--- src/design/catb_pkg.sv ---
// ----------------------------------------------------------------------------
// catb_pkg
// Shared widths, constants and types for the clipped alpha tile blitter.
// ----------------------------------------------------------------------------
package catb_pkg;

  localparam int TILE_SIZE_DEF   = 24;
  localparam int ATLAS_WIDTH_DEF = 528;

  localparam int COORD_W   = 16;
  localparam int POS_W     = COORD_W + 1;
  localparam int DIM_W     = 11;
  localparam int TILE_W    = 8;
  localparam int TPOS_W    = 5;
  localparam int CHAN_W    = 8;
  localparam int FOFF_W    = 22;
  localparam int AOFF_W    = 19;
  localparam int CFG_IDX_W = 1;

  localparam int TPC_LOG2       = 3;
  localparam int LAST_ATLAS_COL = 21;
  localparam int ATLAS_BPP_LOG2 = 2;
  localparam int ALPHA_MAX      = 255;

  localparam logic [DIM_W-1:0] FRAME_WIDTH_RST  = DIM_W'(240);
  localparam logic [DIM_W-1:0] FRAME_HEIGHT_RST = DIM_W'(400);

  localparam logic [CFG_IDX_W-1:0] CFG_FRAME_WIDTH  = 1'b0;
  localparam logic [CFG_IDX_W-1:0] CFG_FRAME_HEIGHT = 1'b1;

  typedef struct packed {
    logic              inside_frame;
    logic              write_enable;
    logic [FOFF_W-1:0] frame_offset;
    logic [AOFF_W-1:0] atlas_offset;
  } catb_addr_t;

endpackage

--- src/design/catb_addr.sv ---
// ----------------------------------------------------------------------------
// catb_addr
// Clip test, framebuffer byte offset and atlas byte offset for one pixel.
// ----------------------------------------------------------------------------
module catb_addr #(
  parameter int TILE_SIZE   = catb_pkg::TILE_SIZE_DEF,
  parameter int ATLAS_WIDTH = catb_pkg::ATLAS_WIDTH_DEF
) (
  input  logic [catb_pkg::COORD_W-1:0] origin_x,
  input  logic [catb_pkg::COORD_W-1:0] origin_y,
  input  logic [catb_pkg::TILE_W-1:0]  tile_index,
  input  logic [catb_pkg::TPOS_W-1:0]  tile_col,
  input  logic [catb_pkg::TPOS_W-1:0]  tile_row,
  input  logic [catb_pkg::CHAN_W-1:0]  src_alpha,
  input  logic [catb_pkg::DIM_W-1:0]   frame_width,
  input  logic [catb_pkg::DIM_W-1:0]   frame_height,
  output catb_pkg::catb_addr_t         addr
);

  localparam int PW = catb_pkg::POS_W;
  localparam int CW = catb_pkg::COORD_W;
  localparam int DW = catb_pkg::DIM_W;
  localparam int FW = catb_pkg::FOFF_W;
  localparam int AW = catb_pkg::AOFF_W;
  localparam int TW = catb_pkg::TILE_W;
  localparam int TL = catb_pkg::TPC_LOG2;
  localparam int BL = catb_pkg::ATLAS_BPP_LOG2;

  logic [PW-1:0] px;
  logic [PW-1:0] py;
  logic          in_bounds;
  logic [FW-1:0] fpix;
  logic [AW-1:0] arow;
  logic [AW-1:0] acol;
  logic [AW-1:0] apix;

  assign px = {origin_x[CW-1], origin_x} + PW'(tile_col);
  assign py = {origin_y[CW-1], origin_y} + PW'(tile_row);

  assign in_bounds = !px[PW-1] && !py[PW-1] &&
                     (px[CW-1:0] < CW'(frame_width)) &&
                     (py[CW-1:0] < CW'(frame_height));

  assign fpix = FW'(py[DW-1:0]) * FW'(frame_width) + FW'(px[DW-1:0]);

  assign arow = AW'(tile_index[TL-1:0]) * AW'(TILE_SIZE) + AW'(tile_row);
  assign acol = (AW'(catb_pkg::LAST_ATLAS_COL) - AW'(tile_index[TW-1:TL])) * AW'(TILE_SIZE)
                + AW'(tile_col);
  assign apix = arow * AW'(ATLAS_WIDTH) + acol;

  always_comb begin
    addr.inside_frame = in_bounds;
    addr.write_enable = in_bounds && (src_alpha != '0);
    addr.frame_offset = in_bounds ? (fpix + {fpix[FW-2:0], 1'b0}) : '0;
    addr.atlas_offset = {apix[AW-BL-1:0], BL'(0)};
  end

endmodule

--- src/design/catb_blend.sv ---
// ----------------------------------------------------------------------------
// catb_blend
// Per-channel alpha blend with exact divide by 255, or destination pass.
// ----------------------------------------------------------------------------
module catb_blend (
  input  logic                        write_enable,
  input  logic [catb_pkg::CHAN_W-1:0] src_alpha,
  input  logic [catb_pkg::CHAN_W-1:0] src_blue,
  input  logic [catb_pkg::CHAN_W-1:0] src_green,
  input  logic [catb_pkg::CHAN_W-1:0] src_red,
  input  logic [catb_pkg::CHAN_W-1:0] dst_blue,
  input  logic [catb_pkg::CHAN_W-1:0] dst_green,
  input  logic [catb_pkg::CHAN_W-1:0] dst_red,
  output logic [catb_pkg::CHAN_W-1:0] out_blue,
  output logic [catb_pkg::CHAN_W-1:0] out_green,
  output logic [catb_pkg::CHAN_W-1:0] out_red
);

  localparam int CW = catb_pkg::CHAN_W;
  localparam int SW = 2 * CW + 1;

  logic [CW-1:0] inv_alpha;

  assign inv_alpha = CW'(catb_pkg::ALPHA_MAX) - src_alpha;

  function automatic logic [CW-1:0] mix(input logic [CW-1:0] s, input logic [CW-1:0] d,
                                        input logic [CW-1:0] a, input logic [CW-1:0] ia);
    logic [SW-1:0] sum;
    logic [SW-1:0] adj;
    sum = SW'(s) * SW'(a) + SW'(d) * SW'(ia);
    adj = sum + SW'(1) + (sum >> CW);
    return adj[2*CW-1:CW];
  endfunction

  always_comb begin
    out_blue  = dst_blue;
    out_green = dst_green;
    out_red   = dst_red;
    if (write_enable) begin
      out_blue  = mix(src_blue,  dst_blue,  src_alpha, inv_alpha);
      out_green = mix(src_green, dst_green, src_alpha, inv_alpha);
      out_red   = mix(src_red,   dst_red,   src_alpha, inv_alpha);
    end
  end

endmodule

--- src/design/clipped_alpha_tile_blit_top.sv ---
// ----------------------------------------------------------------------------
// clipped_alpha_tile_blit_top
// Per-pixel tile blitter core: clip, framebuffer/atlas offsets, alpha blend.
// ----------------------------------------------------------------------------
// Usage:
//   Input channel (in_valid / in_stall) carries one tile pixel per item:
//   signed origin, tile index, column and row in the tile, source BGRA and
//   destination BGR. Output channel (out_valid / out_stall) returns one
//   result item per input item, in order.
//   cfg_we / cfg_index / cfg_data write frame_width (index 0) and
//   frame_height (index 1); write only while no item is in flight.
//   An accepted item goes into the input register, then into the result
//   register (clip, offset multiply and blend between them); out_valid rises
//   when it enters the result register, which waits while a result stalls.
//   Throughput: one item per cycle while out_stall is low, set by the
//   combinational datapath between the two registers.
//   Reset: both stages empty, frame size 240 x 400.
//   Stall: while out_stall holds a result, an empty input register still
//   takes one more item; after that in_stall rises until the result moves.
// ----------------------------------------------------------------------------
module clipped_alpha_tile_blit_top #(
  parameter int TILE_SIZE   = catb_pkg::TILE_SIZE_DEF,
  parameter int ATLAS_WIDTH = catb_pkg::ATLAS_WIDTH_DEF
) (
  input  logic                           clk,
  input  logic                           rst_n,
  input  logic                           cfg_we,
  input  logic [catb_pkg::CFG_IDX_W-1:0] cfg_index,
  input  logic [catb_pkg::DIM_W-1:0]     cfg_data,
  input  logic                           in_valid,
  output logic                           in_stall,
  input  logic [catb_pkg::COORD_W-1:0]   in_origin_x,
  input  logic [catb_pkg::COORD_W-1:0]   in_origin_y,
  input  logic [catb_pkg::TILE_W-1:0]    in_tile_index,
  input  logic [catb_pkg::TPOS_W-1:0]    in_tile_col,
  input  logic [catb_pkg::TPOS_W-1:0]    in_tile_row,
  input  logic [catb_pkg::CHAN_W-1:0]    in_src_blue,
  input  logic [catb_pkg::CHAN_W-1:0]    in_src_green,
  input  logic [catb_pkg::CHAN_W-1:0]    in_src_red,
  input  logic [catb_pkg::CHAN_W-1:0]    in_src_alpha,
  input  logic [catb_pkg::CHAN_W-1:0]    in_dst_blue,
  input  logic [catb_pkg::CHAN_W-1:0]    in_dst_green,
  input  logic [catb_pkg::CHAN_W-1:0]    in_dst_red,
  output logic                           out_valid,
  input  logic                           out_stall,
  output logic                           out_inside_frame,
  output logic                           out_write_enable,
  output logic [catb_pkg::FOFF_W-1:0]    out_frame_offset,
  output logic [catb_pkg::AOFF_W-1:0]    out_atlas_offset,
  output logic [catb_pkg::CHAN_W-1:0]    out_out_blue,
  output logic [catb_pkg::CHAN_W-1:0]    out_out_green,
  output logic [catb_pkg::CHAN_W-1:0]    out_out_red
);

  logic [catb_pkg::DIM_W-1:0] frame_width_r;
  logic [catb_pkg::DIM_W-1:0] frame_height_r;

  logic                         s1_valid_r;
  logic                         s1_valid_nxt;
  logic [catb_pkg::COORD_W-1:0] s1_origin_x_r;
  logic [catb_pkg::COORD_W-1:0] s1_origin_y_r;
  logic [catb_pkg::TILE_W-1:0]  s1_tile_index_r;
  logic [catb_pkg::TPOS_W-1:0]  s1_tile_col_r;
  logic [catb_pkg::TPOS_W-1:0]  s1_tile_row_r;
  logic [catb_pkg::CHAN_W-1:0]  s1_src_blue_r;
  logic [catb_pkg::CHAN_W-1:0]  s1_src_green_r;
  logic [catb_pkg::CHAN_W-1:0]  s1_src_red_r;
  logic [catb_pkg::CHAN_W-1:0]  s1_src_alpha_r;
  logic [catb_pkg::CHAN_W-1:0]  s1_dst_blue_r;
  logic [catb_pkg::CHAN_W-1:0]  s1_dst_green_r;
  logic [catb_pkg::CHAN_W-1:0]  s1_dst_red_r;

  logic                        out_valid_r;
  logic                        out_valid_nxt;
  catb_pkg::catb_addr_t        addr;
  catb_pkg::catb_addr_t        addr_r;
  logic [catb_pkg::CHAN_W-1:0] blue;
  logic [catb_pkg::CHAN_W-1:0] green;
  logic [catb_pkg::CHAN_W-1:0] red;
  logic [catb_pkg::CHAN_W-1:0] blue_r;
  logic [catb_pkg::CHAN_W-1:0] green_r;
  logic [catb_pkg::CHAN_W-1:0] red_r;

  logic out_free;
  logic in_take;
  logic s2_load;

  always_ff @(posedge clk) begin
    if (!rst_n) begin
      frame_width_r  <= catb_pkg::FRAME_WIDTH_RST;
      frame_height_r <= catb_pkg::FRAME_HEIGHT_RST;
    end else if (cfg_we) begin
      case (cfg_index)
        catb_pkg::CFG_FRAME_WIDTH:  frame_width_r  <= cfg_data;
        catb_pkg::CFG_FRAME_HEIGHT: frame_height_r <= cfg_data;
        default: ;
      endcase
    end
  end

  assign out_free      = !out_valid_r || !out_stall;
  assign in_stall      = s1_valid_r && !out_free;
  assign in_take       = in_valid && !in_stall;
  assign s2_load       = s1_valid_r && out_free;
  assign s1_valid_nxt  = in_take || (s1_valid_r && !out_free);
  assign out_valid_nxt = out_free ? s1_valid_r : out_valid_r;

  always_ff @(posedge clk) begin
    if (!rst_n) begin
      s1_valid_r  <= 1'b0;
      out_valid_r <= 1'b0;
    end else begin
      s1_valid_r  <= s1_valid_nxt;
      out_valid_r <= out_valid_nxt;
    end
  end

  always_ff @(posedge clk) begin
    if (in_take) begin
      s1_origin_x_r   <= in_origin_x;
      s1_origin_y_r   <= in_origin_y;
      s1_tile_index_r <= in_tile_index;
      s1_tile_col_r   <= in_tile_col;
      s1_tile_row_r   <= in_tile_row;
      s1_src_blue_r   <= in_src_blue;
      s1_src_green_r  <= in_src_green;
      s1_src_red_r    <= in_src_red;
      s1_src_alpha_r  <= in_src_alpha;
      s1_dst_blue_r   <= in_dst_blue;
      s1_dst_green_r  <= in_dst_green;
      s1_dst_red_r    <= in_dst_red;
    end
  end

  catb_addr #(
    .TILE_SIZE   (TILE_SIZE),
    .ATLAS_WIDTH (ATLAS_WIDTH)
  ) u_addr (
    .origin_x     (s1_origin_x_r),
    .origin_y     (s1_origin_y_r),
    .tile_index   (s1_tile_index_r),
    .tile_col     (s1_tile_col_r),
    .tile_row     (s1_tile_row_r),
    .src_alpha    (s1_src_alpha_r),
    .frame_width  (frame_width_r),
    .frame_height (frame_height_r),
    .addr         (addr)
  );

  catb_blend u_blend (
    .write_enable (addr.write_enable),
    .src_alpha    (s1_src_alpha_r),
    .src_blue     (s1_src_blue_r),
    .src_green    (s1_src_green_r),
    .src_red      (s1_src_red_r),
    .dst_blue     (s1_dst_blue_r),
    .dst_green    (s1_dst_green_r),
    .dst_red      (s1_dst_red_r),
    .out_blue     (blue),
    .out_green    (green),
    .out_red      (red)
  );

  always_ff @(posedge clk) begin
    if (s2_load) begin
      addr_r  <= addr;
      blue_r  <= blue;
      green_r <= green;
      red_r   <= red;
    end
  end

  assign out_valid        = out_valid_r;
  assign out_inside_frame = addr_r.inside_frame;
  assign out_write_enable = addr_r.write_enable;
  assign out_frame_offset = addr_r.frame_offset;
  assign out_atlas_offset = addr_r.atlas_offset;
  assign out_out_blue     = blue_r;
  assign out_out_green    = green_r;
  assign out_out_red      = red_r;

`ifndef NO_ASSERTIONS
  a_we_implies_inside: assert property (@(posedge clk) disable iff (!rst_n)
    out_valid_r && addr_r.write_enable |-> addr_r.inside_frame)
    else $error("write enable outside frame");

  a_clipped_offset_zero: assert property (@(posedge clk) disable iff (!rst_n)
    out_valid_r && !addr_r.inside_frame |-> addr_r.frame_offset == '0)
    else $error("nonzero frame offset for clipped pixel");

  a_take_fills_s1: assert property (@(posedge clk) disable iff (!rst_n)
    in_take |=> s1_valid_r)
    else $error("accepted item lost from input register");

  a_move_fills_out: assert property (@(posedge clk) disable iff (!rst_n)
    s2_load |=> out_valid_r)
    else $error("item moved to result register but no result shown");
`endif

endmodule

--- config.mk ---
export PLATFORM = sky130hd
export DESIGN_NAME = clipped_alpha_tile_blit_top
export DESIGN_NICKNAME = d
export VERILOG_FILES = /design/src/design/catb_pkg.sv /design/src/design/catb_addr.sv /design/src/design/catb_blend.sv /design/src/design/clipped_alpha_tile_blit_top.sv
export SDC_FILE = /design/constraint.sdc
export NUM_CORES = 2
export LEC_CHECK = 0
export ABC_AREA = 1
export BUFFER_PORTS_ARGS = -buffer_cell sky130_fd_sc_hd__buf_4
export CORE_ASPECT_RATIO = 0.75
export CORE_MARGIN = 5
export CORE_UTILIZATION = 29
export CTS_CLUSTER_DIAMETER = 30
export DETAILED_ROUTE_END_ITERATION = 12
export SETUP_SLACK_MARGIN = 0.5
export SYNTH_ARGS = -nofsm -noshare
export SYNTH_HDL_FRONTEND = slang
export SYNTH_SLANG_ARGS = --single-unit
--- constraint.sdc ---
create_clock -name clk -period 19.14 [get_ports clk]
set_clock_uncertainty 0.05 [all_clocks]
set_input_delay 0.957 -clock clk [delete_from_list [all_inputs] [get_ports clk]]
set_output_delay 0.957 -clock clk [all_outputs]
set_load 0.005 [all_outputs]
==> metrics.txt <==
status finished clean; vias per inst 4.56; CP max FO 35; CTS root buffer clkbuf_16; initial antenna violation count 2; TritonCTS Buffers 17; largest net degree at the start of global routing 72; Starting Density 0.294; cells after synthesis 3663; flops & latches, synth 195; DR vias 23500; # resized after CTS 0; Finished Cell Area 0.0333 mm²; placed cells 5126; # rows 101; grt ovf 0; DR pass1 iterations 5; pre-CTS setup slack 10.89 ns; Final Net Count 4691; CP required 19.37 ns; wirelength, routed 82.1 mm; post-CTS setup buffer count 0; post-layout min period 8.39 ns; die width 380 µm; WP data arrival 8.62 ns; Layout Cells excl Fill 5159; CTS tree yes; pins over their slew limit 0; hold_sp frame_height_r[0]; die area 0.109 mm²; Unique masters post-synth 59; Avg WL per Cell 15.9 µm; relative max-transition margin 0.340; Slew @ Worst Pin 0.990 ns; total track usage 0.152; Post-synth ARST share 0; post-synthesis sequential area ratio 0.188; Max Fclk 119 MHz; Worst Setup End Kind register; hpwl dp 66.9 mm; Max-Cap Viols 0; Worst setup SP type register; HP Class reg2reg; IO Count 192; Cell Area, Placed 0.0327 mm²; clock sink total 195; core area 0.102 mm²; Worst Slack Setup Final 10.75 ns; Synth Cell Area 0.0298 mm²; layout cells sized above 1 0.0791; Syn. warnings 0; Detailed Route Iter0 Violations 1494; RSZ-0062 raised after global routing false; ys flop type edfxtp_1; Clock Latency Late Sink 0.52 ns; Crit Path Category reg2reg; FF-to-FF Start s1_src_alpha_r[6]; H-Tree Depth 4; synthesized area per cell 8.14 µm²; CP dominant cell by count fa_1; # setup viols final 0; Routed Antenna Nets 0; Final Hold Viols 0; Port Buf Inserts 189; routability cong. 0.892; area grow syn2layout 11.7%; crit path max-delay cell type fa_1; Die Height 288 µm; Worst Setup SP s1_src_alpha_r[6]; CP peak stage delay 0.55 ns; TNS Setup 0 ns; fin crit share 0.438; post-route DRC violation count 0; wire length of the first global-routing pass 132 mm; Max Root-Sink Buffers 2; CTS clk-pin slew, worst paths 0.10 ns; vias in the first global route 23800; number of synthesized flops with an enable pin 171; hold-fix buffer count after cts 0
metal layers:
metal  part of all wire  vias to the layer above  GRT usage
met5            0.00016                        -          0
met4              0.016                        2     0.0316
met3              0.067                       65     0.0307
met2               0.42                      671      0.233
met1               0.49                    11400      0.223
li1                   -                    11400          -
state kept, by name (all words and copies together) (netlist names), 11 cells and up:
register / count
out_atlas_offset: 17
s1_origin_y_r: 16
out_frame_offset: 22
frame_height_r: 11
frame_width_r: 11
s1_origin_x_r: 16
critical path, delay by kind of cell (launching register included):
kind	cells	cell delay [ns]
buffers and inverters	5	0.92
AND/OR/NAND/NOR	9	1.12
flip-flops	1	0.37
XOR/XNOR	1	0.35
AO/OA/AOI/OAI	7	1.44
adder cells (fa/ha/maj)	8	3.90
logic make-up (layout without fill, tap and decap cells):
kind of cell | after synthesis | after routing | synth area share
buf+inv | 990 | 1142 | 0.127
simple gates | 1369 | 1369 | 0.192
fa+ha+maj | 762 | 762 | 0.418
other cells | 1 | 6 | 0.000126
compound gates | 252 | 252 | 0.0465
xor+xnor | 94 | 94 | 0.0284
flops | 195 | 195 | 0.188
metrics by stage:
| step | util | hold WS (ns) |
|---|---|---|
| finish | 0.328 | 0.411 |
| floorplan | - | 0.374 |
| global route | 0.328 | 0.448 |
| CTS | 0.328 | 0.412 |
| global placement | 0.322 | 0.386 |
| detailed placement | 0.322 | 0.399 |
path summary, 6_finish.rpt:
path                                     endpoint  slack [ns]  depth (start not counted)
worst max-delay path             out_out_green[2]       10.75                         30
worst min-delay path            frame_height_r[0]        0.41                          2
worst max register to register   out_out_green[2]       10.75                         30
worst min register to register  frame_height_r[0]        0.41                          2
layout make-up:
cell class	count	area, µm²
diodes	1	2.50
well taps	1339	1680
clock inverters	15	210
multi-input cells	2482	20500
fillers	10700	68300
repair buffers	201	1510
inverters	909	3420
flip-flops and latches	195	5620
clock buffers	17	425
cells in the mapped netlist (5+ instances only):
cell type / number / area [µm²]
o21ai_1: 6 / 30.0
nor2_1: 293 / 1100
nor2_4: 5 / 56.3
clkbuf_1: 52 / 195
xor2_1: 60 / 526
nand3_2: 12 / 120
o21a_1: 5 / 37.5
a21o_1: 5 / 37.5
nand3_1: 126 / 631
ha_1: 372 / 4650
a21oi_1: 143 / 716
a31oi_1: 6 / 37.5
dfxtp_1: 24 / 480
inv_1: 892 / 3350
clkbuf_2: 15 / 75.1
nor2_2: 6 / 37.5
o21bai_1: 9 / 67.6
nor3_1: 11 / 55.1
xnor2_1: 31 / 272
edfxtp_1: 171 / 5130
inv_2: 7 / 26.3
buf_1: 5 / 18.8
or2_2: 7 / 43.8
nand4_1: 33 / 206
nand2_2: 11 / 68.8
fa_1: 390 / 7810
o211ai_1: 7 / 52.6
clkinv_1: 9 / 33.8
nand3b_1: 8 / 60.1
o21ai_0: 58 / 290
nand2_1: 839 / 3150
placed cells by master, fill, tap and decap left out, drive strengths merged, types with 31 or more instances in the layout:
cell and count:
fa 390, xor2 63, ha 372, a21oi 146, nor2 305, edfxtp 171, o21ai 66, nand3 141
inv 904, xnor2 31, nand2 851, buf 201, nand4 36
Power is not shown: default switching activity piles up to over one toggle a cycle in this logic, so the estimate is an artifact.
